File: config.mk
export PLATFORM = sky130hd
export DESIGN_NAME = playfair_digraph_encryptor
export DESIGN_NICKNAME = d
export VERILOG_FILES = /design/src/hdl/pfde_pkg.sv /design/src/hdl/pfde_ram.sv /design/src/hdl/pfde_dp.sv /design/src/hdl/pfde_ctrl.sv /design/src/hdl/playfair_digraph_encryptor.sv
export SDC_FILE = /design/constraint.sdc
export NUM_CORES = 1
export LEC_CHECK = 0
export BUFFER_PORTS_ARGS = -buffer_cell sky130_fd_sc_hd__buf_4
export CELL_PAD_IN_SITES_DETAIL_PLACEMENT = 1
export CELL_PAD_IN_SITES_GLOBAL_PLACEMENT = 1
export CORE_MARGIN = 4
export CORE_UTILIZATION = 34
export CTS_CLUSTER_DIAMETER = 80
export DETAILED_ROUTE_END_ITERATION = 10
export PLACE_DENSITY_LB_ADDON = 0.12
export SETUP_SLACK_MARGIN = 0.15
export SYNTH_ARGS = -nofsm -noshare
export SYNTH_HDL_FRONTEND = slang
export SYNTH_SLANG_ARGS = --single-unit
File: constraint.sdc
create_clock -name i_clk -period 10.1 [get_ports i_clk]
set_clock_uncertainty 0.1 [all_clocks]
set_input_delay 2.525 -clock i_clk [delete_from_list [all_inputs] [get_ports i_clk]]
set_output_delay 2.525 -clock i_clk [all_outputs]
set_load 0.005 [all_outputs]
File: src/hdl/pfde_pkg.sv
`timescale 1ns / 1ps
// ----------------------------------------------------------------------------
// pfde_pkg
// shared types, constants and square arithmetic for the playfair encryptor
// ----------------------------------------------------------------------------
package pfde_pkg;

    localparam int LETTER_COUNT = 26;
    localparam int CELLS        = 25;
    localparam int SIDE         = 5;

    localparam logic [4:0] LETTER_I = 5'd8;
    localparam logic [4:0] LETTER_J = 5'd9;
    localparam logic [4:0] LETTER_X = 5'd23;

    // request kinds
    localparam logic [1:0] FUNC_KEY     = 2'd0;
    localparam logic [1:0] FUNC_KEY_END = 2'd1;
    localparam logic [1:0] FUNC_MSG     = 2'd2;
    localparam logic [1:0] FUNC_MSG_END = 2'd3;

    typedef struct packed {
        logic [1:0] func;
        logic [4:0] letter;
    } t_in_item;

    typedef struct packed {
        logic [4:0] cipher_letter;
        logic       last_of_run;
    } t_out_item;

    typedef struct packed {
        logic take;
        logic walk;
        logic pos_rd_b;
        logic sq_rd_1;
        logic cap_pos_a;
        logic cap_pos_b;
        logic cap_c0;
        logic cap_c1;
        logic load_out0;
        logic load_out1;
    } t_dp_cmd;

    typedef struct packed {
        logic pair;
        logic walk;
        logic walk_last;
        logic out_free;
    } t_dp_status;

    // row of a cell 0..24
    function automatic logic [2:0] f_row(input logic [4:0] p);
        logic [2:0] r;
        if (p >= 5'd20)      r = 3'd4;
        else if (p >= 5'd15) r = 3'd3;
        else if (p >= 5'd10) r = 3'd2;
        else if (p >= 5'd5)  r = 3'd1;
        else                 r = 3'd0;
        return r;
    endfunction

    // first cell of a row, row times side
    function automatic logic [4:0] f_base(input logic [2:0] row);
        return {row, 2'b00} + {2'b00, row};
    endfunction

    function automatic logic [2:0] f_col(input logic [4:0] p, input logic [2:0] row);
        logic [4:0] d;
        d = p - f_base(row);
        return d[2:0];
    endfunction

    function automatic logic [4:0] f_cell(input logic [2:0] row, input logic [2:0] col);
        return f_base(row) + {2'b00, col};
    endfunction

    // step round the ring of five
    function automatic logic [2:0] f_next(input logic [2:0] x);
        return (x == 3'(SIDE - 1)) ? 3'd0 : x + 3'd1;
    endfunction

    function automatic logic [4:0] f_to_i(input logic [4:0] l);
        return (l == LETTER_J) ? LETTER_I : l;
    endfunction

endpackage

File: src/hdl/pfde_ram.sv
`timescale 1ns / 1ps
// ----------------------------------------------------------------------------
// pfde_ram
// generic single write, single read ram with registered read data
// ----------------------------------------------------------------------------
module pfde_ram #(
    parameter int WIDTH = 8,
    parameter int DEPTH = 32,
    parameter int AW    = $clog2(DEPTH)
) (
    input  logic             i_clk,
    input  logic             i_we,
    input  logic [AW-1:0]    i_waddr,
    input  logic [WIDTH-1:0] i_wdata,
    input  logic [AW-1:0]    i_raddr,
    output logic [WIDTH-1:0] o_rdata
);

    logic [WIDTH-1:0] r_mem [DEPTH];
    logic [WIDTH-1:0] r_rdata;

    always_ff @(posedge i_clk) begin
        if (i_we) begin
            r_mem[i_waddr] <= i_wdata;
        end
        r_rdata <= r_mem[i_raddr];
    end

    assign o_rdata = r_rdata;

endmodule

File: src/hdl/pfde_dp.sv
`timescale 1ns / 1ps
// ----------------------------------------------------------------------------
// pfde_dp
// datapath: key square, letter positions, pairing and cipher output register
// ----------------------------------------------------------------------------
module pfde_dp (
    input  logic                 i_clk,
    input  logic                 i_rst_n,
    input  pfde_pkg::t_in_item   i_in,
    input  pfde_pkg::t_dp_cmd    i_cmd,
    output pfde_pkg::t_dp_status o_status,
    input  logic                 i_out_stall,
    output logic                 o_out_valid,
    output pfde_pkg::t_out_item  o_out
);

    logic        r_used [pfde_pkg::LETTER_COUNT];
    logic [4:0]  r_fill;
    logic        r_key_ready;
    logic [4:0]  r_pend;
    logic        r_pend_valid;
    logic [4:0]  r_walk;
    logic [4:0]  r_a;
    logic [4:0]  r_b;
    logic [4:0]  r_pos_a;
    logic [4:0]  r_pos_b;
    logic [4:0]  r_c0;
    logic [4:0]  r_c1;
    logic        r_ovalid;
    pfde_pkg::t_out_item r_out;

    logic [4:0] l;
    logic       in_range;
    logic       used_l;
    logic       fill_room;
    logic       key_ok;
    logic       walk_start;
    logic       msg_ok;
    logic       pair_msg;
    logic       pair_end;
    logic       walk_ok;
    logic       place;
    logic [4:0] place_val;
    logic [4:0] b_raw;
    logic [2:0] ra, ca, rb, cb;
    logic [4:0] addr0, addr1;
    logic [4:0] sq_raddr, sq_rdata;
    logic [4:0] pos_raddr, pos_rdata;

    assign l          = i_in.letter;
    assign in_range   = l < 5'(pfde_pkg::LETTER_COUNT);
    assign used_l     = in_range && r_used[l];
    assign fill_room  = r_fill < 5'(pfde_pkg::CELLS);
    assign key_ok     = (i_in.func == pfde_pkg::FUNC_KEY) && !r_key_ready && in_range
                        && (l != pfde_pkg::LETTER_J) && !used_l && fill_room;
    assign walk_start = (i_in.func == pfde_pkg::FUNC_KEY_END) && !r_key_ready;
    assign msg_ok     = (i_in.func == pfde_pkg::FUNC_MSG) && r_key_ready && in_range;
    assign pair_msg   = msg_ok && r_pend_valid;
    assign pair_end   = (i_in.func == pfde_pkg::FUNC_MSG_END) && r_key_ready && r_pend_valid;
    assign walk_ok    = (r_walk != pfde_pkg::LETTER_J) && !r_used[r_walk] && fill_room;
    assign place      = (i_cmd.take && key_ok) || (i_cmd.walk && walk_ok);
    assign place_val  = i_cmd.walk ? r_walk : l;
    // doubled letter or message end pads with x
    assign b_raw      = (pair_end || (l == r_pend)) ? pfde_pkg::LETTER_X : l;

    assign o_status.pair      = pair_msg || pair_end;
    assign o_status.walk      = walk_start;
    assign o_status.walk_last = r_walk == 5'(pfde_pkg::LETTER_COUNT - 1);
    assign o_status.out_free  = !r_ovalid || !i_out_stall;

    // playfair cell selection
    always_comb begin
        ra = pfde_pkg::f_row(r_pos_a);
        rb = pfde_pkg::f_row(r_pos_b);
        ca = pfde_pkg::f_col(r_pos_a, ra);
        cb = pfde_pkg::f_col(r_pos_b, rb);
        priority if (ra == rb) begin
            addr0 = pfde_pkg::f_cell(ra, pfde_pkg::f_next(ca));
            addr1 = pfde_pkg::f_cell(rb, pfde_pkg::f_next(cb));
        end else if (ca == cb) begin
            addr0 = pfde_pkg::f_cell(pfde_pkg::f_next(ra), ca);
            addr1 = pfde_pkg::f_cell(pfde_pkg::f_next(rb), cb);
        end else begin
            addr0 = pfde_pkg::f_cell(ra, cb);
            addr1 = pfde_pkg::f_cell(rb, ca);
        end
    end

    assign sq_raddr  = i_cmd.sq_rd_1 ? addr1 : addr0;
    assign pos_raddr = i_cmd.pos_rd_b ? r_b : r_a;

    pfde_ram #(.WIDTH(5), .DEPTH(pfde_pkg::CELLS)) u_square (
        .i_clk  (i_clk),
        .i_we   (place),
        .i_waddr(r_fill),
        .i_wdata(place_val),
        .i_raddr(sq_raddr),
        .o_rdata(sq_rdata)
    );

    pfde_ram #(.WIDTH(5), .DEPTH(pfde_pkg::LETTER_COUNT)) u_position (
        .i_clk  (i_clk),
        .i_we   (place),
        .i_waddr(place_val),
        .i_wdata(r_fill),
        .i_raddr(pos_raddr),
        .o_rdata(pos_rdata)
    );

    always_ff @(posedge i_clk) begin
        if (!i_rst_n) begin
            for (int k = 0; k < pfde_pkg::LETTER_COUNT; k++) begin
                r_used[k] <= 1'b0;
            end
            r_fill       <= '0;
            r_key_ready  <= 1'b0;
            r_pend       <= '0;
            r_pend_valid <= 1'b0;
            r_walk       <= '0;
            r_ovalid     <= 1'b0;
        end else begin
            if (place) begin
                r_used[place_val] <= 1'b1;
                r_fill            <= r_fill + 5'd1;
            end
            if (i_cmd.take) begin
                if (msg_ok) begin
                    if (!r_pend_valid) begin
                        r_pend       <= l;
                        r_pend_valid <= 1'b1;
                    end else if (l != r_pend) begin
                        r_pend_valid <= 1'b0;
                    end
                end
                if (pair_end) begin
                    r_pend_valid <= 1'b0;
                end
            end
            if (i_cmd.walk) begin
                r_walk <= r_walk + 5'd1;
                if (o_status.walk_last) begin
                    r_key_ready <= 1'b1;
                end
            end
            if (i_cmd.load_out0 || i_cmd.load_out1) begin
                r_ovalid <= 1'b1;
            end else if (!i_out_stall) begin
                r_ovalid <= 1'b0;
            end
        end
    end

    always_ff @(posedge i_clk) begin
        if (i_cmd.take && o_status.pair) begin
            r_a <= pfde_pkg::f_to_i(r_pend);
            r_b <= pfde_pkg::f_to_i(b_raw);
        end
        if (i_cmd.cap_pos_a) r_pos_a <= pos_rdata;
        if (i_cmd.cap_pos_b) r_pos_b <= pos_rdata;
        if (i_cmd.cap_c0)    r_c0    <= sq_rdata;
        if (i_cmd.cap_c1)    r_c1    <= sq_rdata;
        if (i_cmd.load_out0) begin
            r_out.cipher_letter <= r_c0;
            r_out.last_of_run   <= 1'b0;
        end else if (i_cmd.load_out1) begin
            r_out.cipher_letter <= r_c1;
            r_out.last_of_run   <= 1'b1;
        end
    end

    assign o_out_valid = r_ovalid;
    assign o_out       = r_out;

endmodule

File: src/hdl/pfde_ctrl.sv
`timescale 1ns / 1ps
// ----------------------------------------------------------------------------
// pfde_ctrl
// sequencer for request intake, key fill walk and pair encipherment
// ----------------------------------------------------------------------------
module pfde_ctrl (
    input  logic                 i_clk,
    input  logic                 i_rst_n,
    input  logic                 i_valid,
    output logic                 o_stall,
    input  pfde_pkg::t_dp_status i_status,
    output pfde_pkg::t_dp_cmd    o_cmd
);

    localparam logic [3:0] S_IDLE   = 4'd0;
    localparam logic [3:0] S_WALK   = 4'd1;
    localparam logic [3:0] S_POS_A  = 4'd2;
    localparam logic [3:0] S_POS_B  = 4'd3;
    localparam logic [3:0] S_CAP_B  = 4'd4;
    localparam logic [3:0] S_SQ_0   = 4'd5;
    localparam logic [3:0] S_SQ_1   = 4'd6;
    localparam logic [3:0] S_CAP_1  = 4'd7;
    localparam logic [3:0] S_EMIT_0 = 4'd8;
    localparam logic [3:0] S_EMIT_1 = 4'd9;

    logic [3:0] r_state;
    logic [3:0] n_state;

    always_comb begin
        n_state = r_state;
        o_cmd   = '0;
        unique case (r_state)
            S_IDLE: begin
                o_cmd.take = i_valid;
                if (i_valid) begin
                    if (i_status.pair) begin
                        n_state = S_POS_A;
                    end else if (i_status.walk) begin
                        n_state = S_WALK;
                    end
                end
            end
            S_WALK: begin
                o_cmd.walk = 1'b1;
                if (i_status.walk_last) begin
                    n_state = S_IDLE;
                end
            end
            S_POS_A: begin
                n_state = S_POS_B;
            end
            S_POS_B: begin
                o_cmd.pos_rd_b  = 1'b1;
                o_cmd.cap_pos_a = 1'b1;
                n_state         = S_CAP_B;
            end
            S_CAP_B: begin
                o_cmd.cap_pos_b = 1'b1;
                n_state         = S_SQ_0;
            end
            S_SQ_0: begin
                n_state = S_SQ_1;
            end
            S_SQ_1: begin
                o_cmd.sq_rd_1 = 1'b1;
                o_cmd.cap_c0  = 1'b1;
                n_state       = S_CAP_1;
            end
            S_CAP_1: begin
                o_cmd.sq_rd_1 = 1'b1;
                o_cmd.cap_c1  = 1'b1;
                n_state       = S_EMIT_0;
            end
            S_EMIT_0: begin
                if (i_status.out_free) begin
                    o_cmd.load_out0 = 1'b1;
                    n_state         = S_EMIT_1;
                end
            end
            S_EMIT_1: begin
                if (i_status.out_free) begin
                    o_cmd.load_out1 = 1'b1;
                    n_state         = S_IDLE;
                end
            end
            default: begin
                n_state = S_IDLE;
            end
        endcase
    end

    always_ff @(posedge i_clk) begin
        if (!i_rst_n) begin
            r_state <= S_IDLE;
        end else begin
            r_state <= n_state;
        end
    end

    assign o_stall = r_state != S_IDLE;

endmodule

File: src/hdl/playfair_digraph_encryptor.sv
`timescale 1ns / 1ps
// ----------------------------------------------------------------------------
// playfair_digraph_encryptor
// playfair cipher: builds the 5x5 key square and enciphers letter pairs
// ----------------------------------------------------------------------------
//  channel  | valid    | stall    | payload | carries
//  ---------+----------+----------+---------+--------------------------------
//  request  | i_valid  | o_stall  | i_in    | func and letter index
//  result   | o_valid  | i_stall  | o_out   | cipher letter, last of pair
//
// key letter, dropped request or lone message letter: taken in idle, no stall
// key end: runs the fill walk, one alphabet letter a cycle
// enciphered pair: the request port stalls through the pair steps, set by the
//   single read port of each ram (two position reads, then two square reads)
// the result register holds while i_stall is high; the pair waits on it
// reset (synchronous, active low) clears the used marks, fill and pairing
// ----------------------------------------------------------------------------
module playfair_digraph_encryptor (
    input  logic                i_clk,
    input  logic                i_rst_n,
    input  logic                i_valid,
    output logic                o_stall,
    input  pfde_pkg::t_in_item  i_in,
    output logic                o_valid,
    input  logic                i_stall,
    output pfde_pkg::t_out_item o_out
);

    // command and status between sequencer and datapath
    pfde_pkg::t_dp_cmd    cmd;
    pfde_pkg::t_dp_status status;

    // sequencer: takes requests in idle only, runs the walk and pair steps
    pfde_ctrl u_ctrl (
        .i_clk   (i_clk),
        .i_rst_n (i_rst_n),
        .i_valid (i_valid),
        .o_stall (o_stall),
        .i_status(status),
        .o_cmd   (cmd)
    );

    // datapath: square and position rams, used marks, pending letter,
    // result register
    pfde_dp u_dp (
        .i_clk      (i_clk),
        .i_rst_n    (i_rst_n),
        .i_in       (i_in),
        .i_cmd      (cmd),
        .o_status   (status),
        .i_out_stall(i_stall),
        .o_out_valid(o_valid),
        .o_out      (o_out)
    );

endmodule

-- Word level (Yosys, flattened, before mapping)
Memory sizes are Yosys's and may differ from the RTL's. A register that Yosys moved wholly into a read port is not among the register bits.
Index checks and enable logic that the tools add are counted.
- register bits after elaboration: 58
- memory bits (writable): 281
- bits of input ports: 11
- output and inout bits: 8
- logic and storage cells: 171
- memories kept: 3
- $add $sub $neg: 18
- magnitude comparators: 10
- equal/unequal tests: 31
- mux-type cells: 55
- bitwise operators: 1
- reduce and logical (&&, ||, !) cells: 38
- memory list (memory ; depth ; width ; read ports ; clocked after Yosys merged registers in ; wr ports ; line ; RTL):
    u_dp.u_position.r_mem ; 26 ; 5 ; 1 ; 1 ; 1 ; pfde_ram.sv:19 ; logic [WIDTH-1:0] r_mem [DEPTH];
    u_dp.u_square.r_mem ; 25 ; 5 ; 1 ; 1 ; 1 ; pfde_ram.sv:19 ;
    u_dp.r_used ; 26 ; 1 ; 2 ; 1 ; 26 ; pfde_dp.sv:17 ; logic r_used [pfde_pkg::LETTER_COUNT];
- operators by type and width (cell ; number):
    $mux W5 ; 11
    $add A5 B3 Y5 ; 10
    $pmux W4 S10 ; 1
    $mux W3 ; 10
    $mux W1 ; 25
    $mux W4 ; 6
    $ge A5 B4 Y1 const B ; 4
    $logic_and A1 B1 Y1 ; 17
    $eq A4 B3 Y1 const B ; 4
    $add A3 B1 Y3 const B ; 4
    $eq A3 B3 Y1 const B ; 4
    $mux W6 ; 2
    $add A5 B1 Y5 const B ; 2
    $eq A5 B4 Y1 const B ; 2
    $ge A5 B3 Y1 const B ; 2
    $ge A5 B5 Y1 const B ; 2
    $lt A5 B5 Y1 const B ; 2
    $ne A5 B4 Y1 const B ; 2
    $eq A4 B2 Y1 const B ; 2
    $eq A4 B4 Y1 const B ; 2
    $ne A2 B2 Y1 const B ; 4
    $eq A3 B3 Y1 ; 2
    $sub A3 B3 Y3 ; 2
    $eq A5 B5 Y1 ; 1
    19 further kinds ; 30

-- Depth between registers and ports, before layout
- depth in word-level cells: 13
- mapped depth: 23
- mapped depth without buffers: 21

-- Modules after synthesis
From an unflattened synthesis, not the netlist that was laid out.
- cell total of the unflattened synthesis: 1140
- area total of the unflattened synthesis: 16309.4 µm²
- by module, submodules not included (module ; instances ; cells each ; area each (µm²) ; sequential area each (µm²)):
    pfde_dp ; 1 ; 506 ; 5487.8 ; 2172.1
    pfde_ram (u_dp.u_position) ; 1 ; 315 ; 5368.9 ; 4003.8
    pfde_ram (u_dp.u_square) ; 1 ; 272 ; 5078.6 ; 3853.7
    pfde_ctrl ; 1 ; 47 ; 374.1 ; 80.1

-- Worst setup path after synthesis
OpenSTA, ideal clock, no wires.
- path type: in2reg
- from: in i_in[0] (netlist name)
- to: mem u_dp.u_position.r_mem[19][0], enable pin
- setup time: 0.347 ns
- data arrival time: 5.105 ns
- required time: 9.653 ns
- setup slack: 4.547 ns
- stages on the path: 9
- path buffers: 2
- cells stage by stage: buf_1 -> mux4_2 -> mux4_2 -> mux2i_1 -> nand4_1 -> a21oi_1 -> buf_2 -> nand3_1 -> nor2_1
- longest elaborated chain between the ends: 9
- elaborated cells between the ends (all ways): 14
- classes of those cells: 1 x order compare; 1 x eq/ne; 3 x mux; 8 x reduce/logical; 1 x memory
- RTL lines (element ; line ; RTL):
    start, declared ; playfair_digraph_encryptor.sv:23 ; input pfde_pkg::t_in_item i_in,
    $mem_v2 Z26 W1 or $lt A5 B5 Y1 (tied branches) ; - ;
    $logic_and A1 B1 Y1 (on tied branches) ; pfde_dp.sv:52, pfde_dp.sv:54 ;
    $logic_not A1 Y1 or $logic_and A1 B1 Y1 (tied branches) ; pfde_dp.sv:55 ; && (l != pfde_pkg::LETTER_J) && !used_l && fill_room;
    $logic_and A1 B1 Y1 (2 in a row) ; pfde_dp.sv:55 ;
    $logic_and A1 B1 Y1 ; pfde_dp.sv:61 ; assign place = (i_cmd.take && key_ok) || (i_cmd.walk && walk_ok);
    $logic_or A1 B1 Y1 ; pfde_dp.sv:61 ;
    $mux W1 ; pfde_ram.sv:23 ; if (i_we) begin
    $mux W1 (not written as such) ; pfde_ram.sv:24 ; r_mem[i_waddr] <= i_wdata;
    end, declared ; pfde_ram.sv:19 ;
Parallel ways exist; a longest one is shown, timed or not.

-- Worst setup path after layout
- from: reg u_dp.r_pos_a[1]
- to: reg u_dp.u_square.r_rdata[1] (netlist: u_dp.u_square.o_rdata[1]) (read register of u_dp.u_square.r_mem)
- longest elaborated chain between the ends: 12
- elaborated cells between the ends (all ways): 28
- classes of those cells: 9 x add/sub; 4 x order compare; 4 x eq/ne; 11 x mux
- RTL lines (element ; line ; RTL):
    start, declared ; pfde_dp.sv:25 ; logic [4:0] r_pos_a;
    start signal, assigned ; pfde_dp.sv:158 ; if (i_cmd.cap_pos_a) r_pos_a <= pos_rdata;
    $ge A5 B3 Y1 ; pfde_pkg.sv:58 ; else if (p >= 5'd5) r = 3'd1;
    $mux W1 ; pfde_pkg.sv:58 ;
    $mux W3 ; pfde_pkg.sv:57 ; else if (p >= 5'd10) r = 3'd2;
    $mux W3 ; pfde_pkg.sv:56 ; else if (p >= 5'd15) r = 3'd3;
    $mux W3 ; pfde_pkg.sv:55 ; if (p >= 5'd20) r = 3'd4;
    $add A5 B3 Y5 (tied with other cells) ; pfde_pkg.sv:65 ; return {row, 2'b00} + {2'b00, row};
    $sub A3 B3 Y3 or $mux W3 (tied branches) ; pfde_pkg.sv:70, pfde_pkg.sv:80 ;
    $add A3 B1 Y3 (tied with other cells) ; pfde_pkg.sv:80 ; return (x == 3'(SIDE - 1)) ? 3'd0 : x + 3'd1;
    $mux W3 or $add A5 B3 Y5 (tied branches) ; pfde_pkg.sv:80, pfde_pkg.sv:75 ;
    $add A5 B3 Y5 or $mux W5 (tied branches) ; pfde_pkg.sv:75, pfde_dp.sv:80 ;
    $mux W5 ; pfde_dp.sv:77 ; priority if (ra == rb) begin
    $mux W5 * ; pfde_dp.sv:89 ; assign sq_raddr = i_cmd.sq_rd_1 ? addr1 : addr0;
    end, declared ; pfde_ram.sv:20 ; logic [WIDTH-1:0] r_rdata;
Every way passes the cells marked *; elsewhere a longest branch is shown, timed or not.
A chain may end at the register's enable or synchronous reset.

==> metrics.log <==
INFO  metric grt_util_met2 = 30.83%
INFO  metric synth_area = 16260 um^2
INFO  metric vias_per_cell = 5.202
INFO  metric timing.max_cap.violations = 0
INFO  metric final_antenna_net_count = 0
INFO  metric synth_top_family_by_area = simple AND/OR/NAND/NOR gates
INFO  metric core = 46950 um^2
INFO  metric final_setup_vio_count = 0
INFO  metric area.growth.synth_to_final = 12.47%
INFO  metric clock-root-buffer = clkbuf_16
INFO  metric tightest_slew = 1.094 ns
INFO  metric routed_wire_length_per_instance = 22.73 um
INFO  metric post-route-period-util = 61.24%
INFO  metric reg2reg_slack = 3.92 ns
INFO  metric ir_worst_vdd = 0.0001331 V
INFO  metric postCtsSetupRepairBufs = 0
INFO  metric h-tree-depth = 2
INFO  metric leakagePower = 6.617 nW
INFO  metric global_route.usage.total = 17.18%
INFO  metric clock_path_buffers = 3
INFO  metric min_period = 6.185 ns
INFO  metric buffer_ports.inserted = 18
INFO  metric end_kind = register
INFO  metric maximum_number_of_pins_on_one_net_before_global_route_repair = 66
INFO  metric wire_length_of_the_first_global_routing_pass = 66520 um
INFO  metric multi_input_logic_area = 5729 um^2
INFO  metric relSlewSlack = 26.97%
INFO  metric inserted_clock_buffers = 41
INFO  metric detail_route.iter0.violations = 474
INFO  metric power-per-cell-area = 173.2 nW/um^2
INFO  metric synth_top_cell_area_share = 53.54%
INFO  metric via_count = 9978
INFO  metric synth_xor_area_share = 1.400%
INFO  metric routed_wl = 43600 um
INFO  metric fp.dieW = 226.7 um
INFO  metric worstHoldPathType = register to register
INFO  metric cts_tree = yes
INFO  metric worst_skew_pair.late_latency = 0.55 ns
INFO  metric hpwl = 29250 um
INFO  metric rsz0062_at_grt = false
INFO  metric floorplan.initialDensity = 34.64%
INFO  metric startpoint_type_of_the_worst_setup_path = register
INFO  metric buf_inv_on_cp = 4
INFO  metric synth_top_cell_by_area = edfxtp_1
INFO  metric timing.hold.ws = 0.3300 ns
INFO  metric outcome = finished, final reports clean
INFO  metric grt_use_met3 = 2.434%
INFO  metric worst_setup_hold_path_clk_slew = 0.05 ns
INFO  metric final_nets = 1335
INFO  metric cts_resized = 0
INFO  metric synth_edf_count = 290
INFO  metric grt_util_met1 = 21.35%
INFO  metric synth_seq_cells = 360
INFO  metric crit_required = 10.41 ns
INFO  metric antennaDiodeCount = 0
INFO  metric globalRoute.busiestLayer = met2
INFO  metric setup.worst_path.class = register to register
INFO  metric cp_data_arrival_time = 6.49 ns
INFO  metric postSynthCellCount = 1266
INFO  metric grt_overflow = 0
INFO  metric critPathMaxFanout = 60
INFO  metric timing_hold_violations_final = 0
INFO  metric mappedNetlistNets = 1323
INFO  metric synthAdderAreaFrac = 4.000%
INFO  metric seq_area = 10110 um^2
INFO  metric synth.distinct_cells = 73
INFO  metric n_fill_cell = 4877
INFO  metric drv_slew = 0
INFO  metric post_synthesis_async_set_or_reset_flop_share = 0%
INFO  metric yosysSeqAreaShare = 62.16%
INFO  metric route.detailed.drc = 0
INFO  metric synth-simple-area-share = 11.42%
INFO  metric grt_antenna_before_repair = 0
INFO  metric tns = 0 ns
INFO  metric achievable-frequency = 0.1617 GHz
INFO  metric post_route_cells_drive_above_1_share = 10.98%
INFO  metric place_congestion = 0.7610
INFO  metric synth_compound_gate_area_share = 9.908%
INFO  metric die_height = 226.7 um
INFO  metric drt_first_pass_iters = 5
INFO  metric die_area = 51400 um^2
INFO  metric path_delay_family = adder cells
INFO  metric post_synth_main_area_contributors = edfxtp_1 54%, dfxtp_1 8.6%, mux2i_1 5.2%, nand2_1 3.9%, ha_1 2.8%
INFO  metric synth_warnings = 0
INFO  metric cp_slowest_stage_delay = 0.80 ns
INFO  metric top_level_ports = 19
INFO  metric postCtsHoldBufs = 0
INFO  metric core_rows = 79
INFO  metric post_place_cells = 1842
INFO  metric crit_path_cell_trace = nor2_1, a221o_1, and2_1, ha_1, inv_1, fa_1, inv_1, ha_1, a21oi_1, ha_1, inv_1, fa_1, mux2i_1, o32ai_2, a31oi_4, buf_4, mux2i_1, a22oi_1, and4_1, a2111o_1
INFO  metric critical_path.slowest_cell = buf_4
INFO  metric clock-sinks = 360
INFO  metric synth_mux_area_share = 8.262%
INFO  metric layout.cells.non_filler = 1918
INFO  metric syn_area_per_cell = 12.85 um^2
INFO  metric main_flop_type_after_synthesis = edfxtp_1
INFO  metric grt_pass1_vias = 10.88k
-- Yosys cell counts (3+ instances only) --
cell       instances
edfxtp_1         290
nand2_1          168
nor2_1            89
mux2i_1           84
dfxtp_1           70
clkbuf_1          46
a21oi_1           43
inv_1             39
and2_1            37
ha_1              36
o21a_1            29
a211oi_1          27
nand3_1           26
o21ai_0           22
mux4_2            17
a31oi_1           16
o211ai_1          16
xor2_1            15
a22oi_1           11
xnor2_1           11
a311oi_1          10
fa_1              10
nor3_1            10
and4_1             9
nand2b_1           9
a21o_1             8
nand4_1            8
nor2b_1            8
or2_2              7
buf_6              6
o21bai_1           6
buf_2              5
mux2_2             5
a2111o_1           4
a2111oi_0          4
a22o_1             4
and3_1             4
buf_1              4
nand3b_1           4
o21ai_1            4
buf_4              3
or3b_2             3
-- state kept, by name, indices dropped and copies added, names as in the netlist, 6 cells and up, named ones only --
| name | cells |
|---|---|
| u_dp.o_out | 6 |
| u_dp.r_used | 32 |
| u_dp.u_position.r_mem | 130 |
| u_dp.u_square.r_mem | 125 |
-- routing by layer --
metal  up-vias  share of wire [%]
li1       4726                  -
met1      5040                 43
met2       139                 50
met3        73                3.3
met4         0                3.0
met5         -                  0
-- final timing paths --
check,startpoint,endpoint,depth (start not counted)
hold reg to reg,u_dp.u_square.o_rdata[1]$_DFF_P_,u_dp.r_c1[1]$_DFFE_PN_,0
setup / recovery,u_dp.r_pos_a[1]$_DFFE_PP_,u_dp.u_square.o_rdata[1]$_DFF_P_,20
setup reg to reg,u_dp.r_pos_a[1]$_DFFE_PP_,u_dp.u_square.o_rdata[1]$_DFF_P_,20
hold / removal,u_dp.u_square.o_rdata[1]$_DFF_P_,u_dp.r_c1[1]$_DFFE_PN_,0
-- cells by family after synthesis --
| family | Yosys count |
|---|---|
| fa+ha+maj | 46 |
| xor+xnor | 26 |
| mux | 110 |
| simple gates | 395 |
| flops | 360 |
| buf+inv | 104 |
| compound gates | 225 |
-- cell usage in the layout, fill, tap and decap left out, drive strengths merged, types with 36 or more instances in the layout --
master	n
nand2	168
nor2	90
dfxtp	70
ha	36
and2	37
clkbuf	64
a21oi	44
mux2i	85
edfxtp	290
inv	40
-- stage by stage --
step                utilization [%]  setup WS [ns]  power (mW)  cell area [um^2]
floorplan                         -          4.547       1.731             16260
global placement              36.21          3.550       1.789             17000
finish                        38.96          3.915       3.168             18290
detailed placement            36.21          3.468       1.791             17000
global route                  38.96          3.428       3.295             18290
CTS                           38.96          3.744       3.225             18290
-- power by group --
part	total, mW	switching [mW]	internal [mW]	leakage (nW)
clock network	1.41	0.574	0.838	0.639
logic	0.119	0.0842	0.0345	2.63
registers	1.64	0.0137	1.62	3.35
total	3.17	0.672	2.50	6.62
-- final cells by class --
class,instances,area share [%]
Clock buffer,64,6.751
Clock inverter,12,0.3146
Inverter,39,0.8003
Multi-Input combinational cell,802,31.32
Sequential cell,360,55.27
Tap cell,607,4.152
Timing Repair Buffer,34,1.395
No activity file was read; power rests on OpenSTA's default activity.
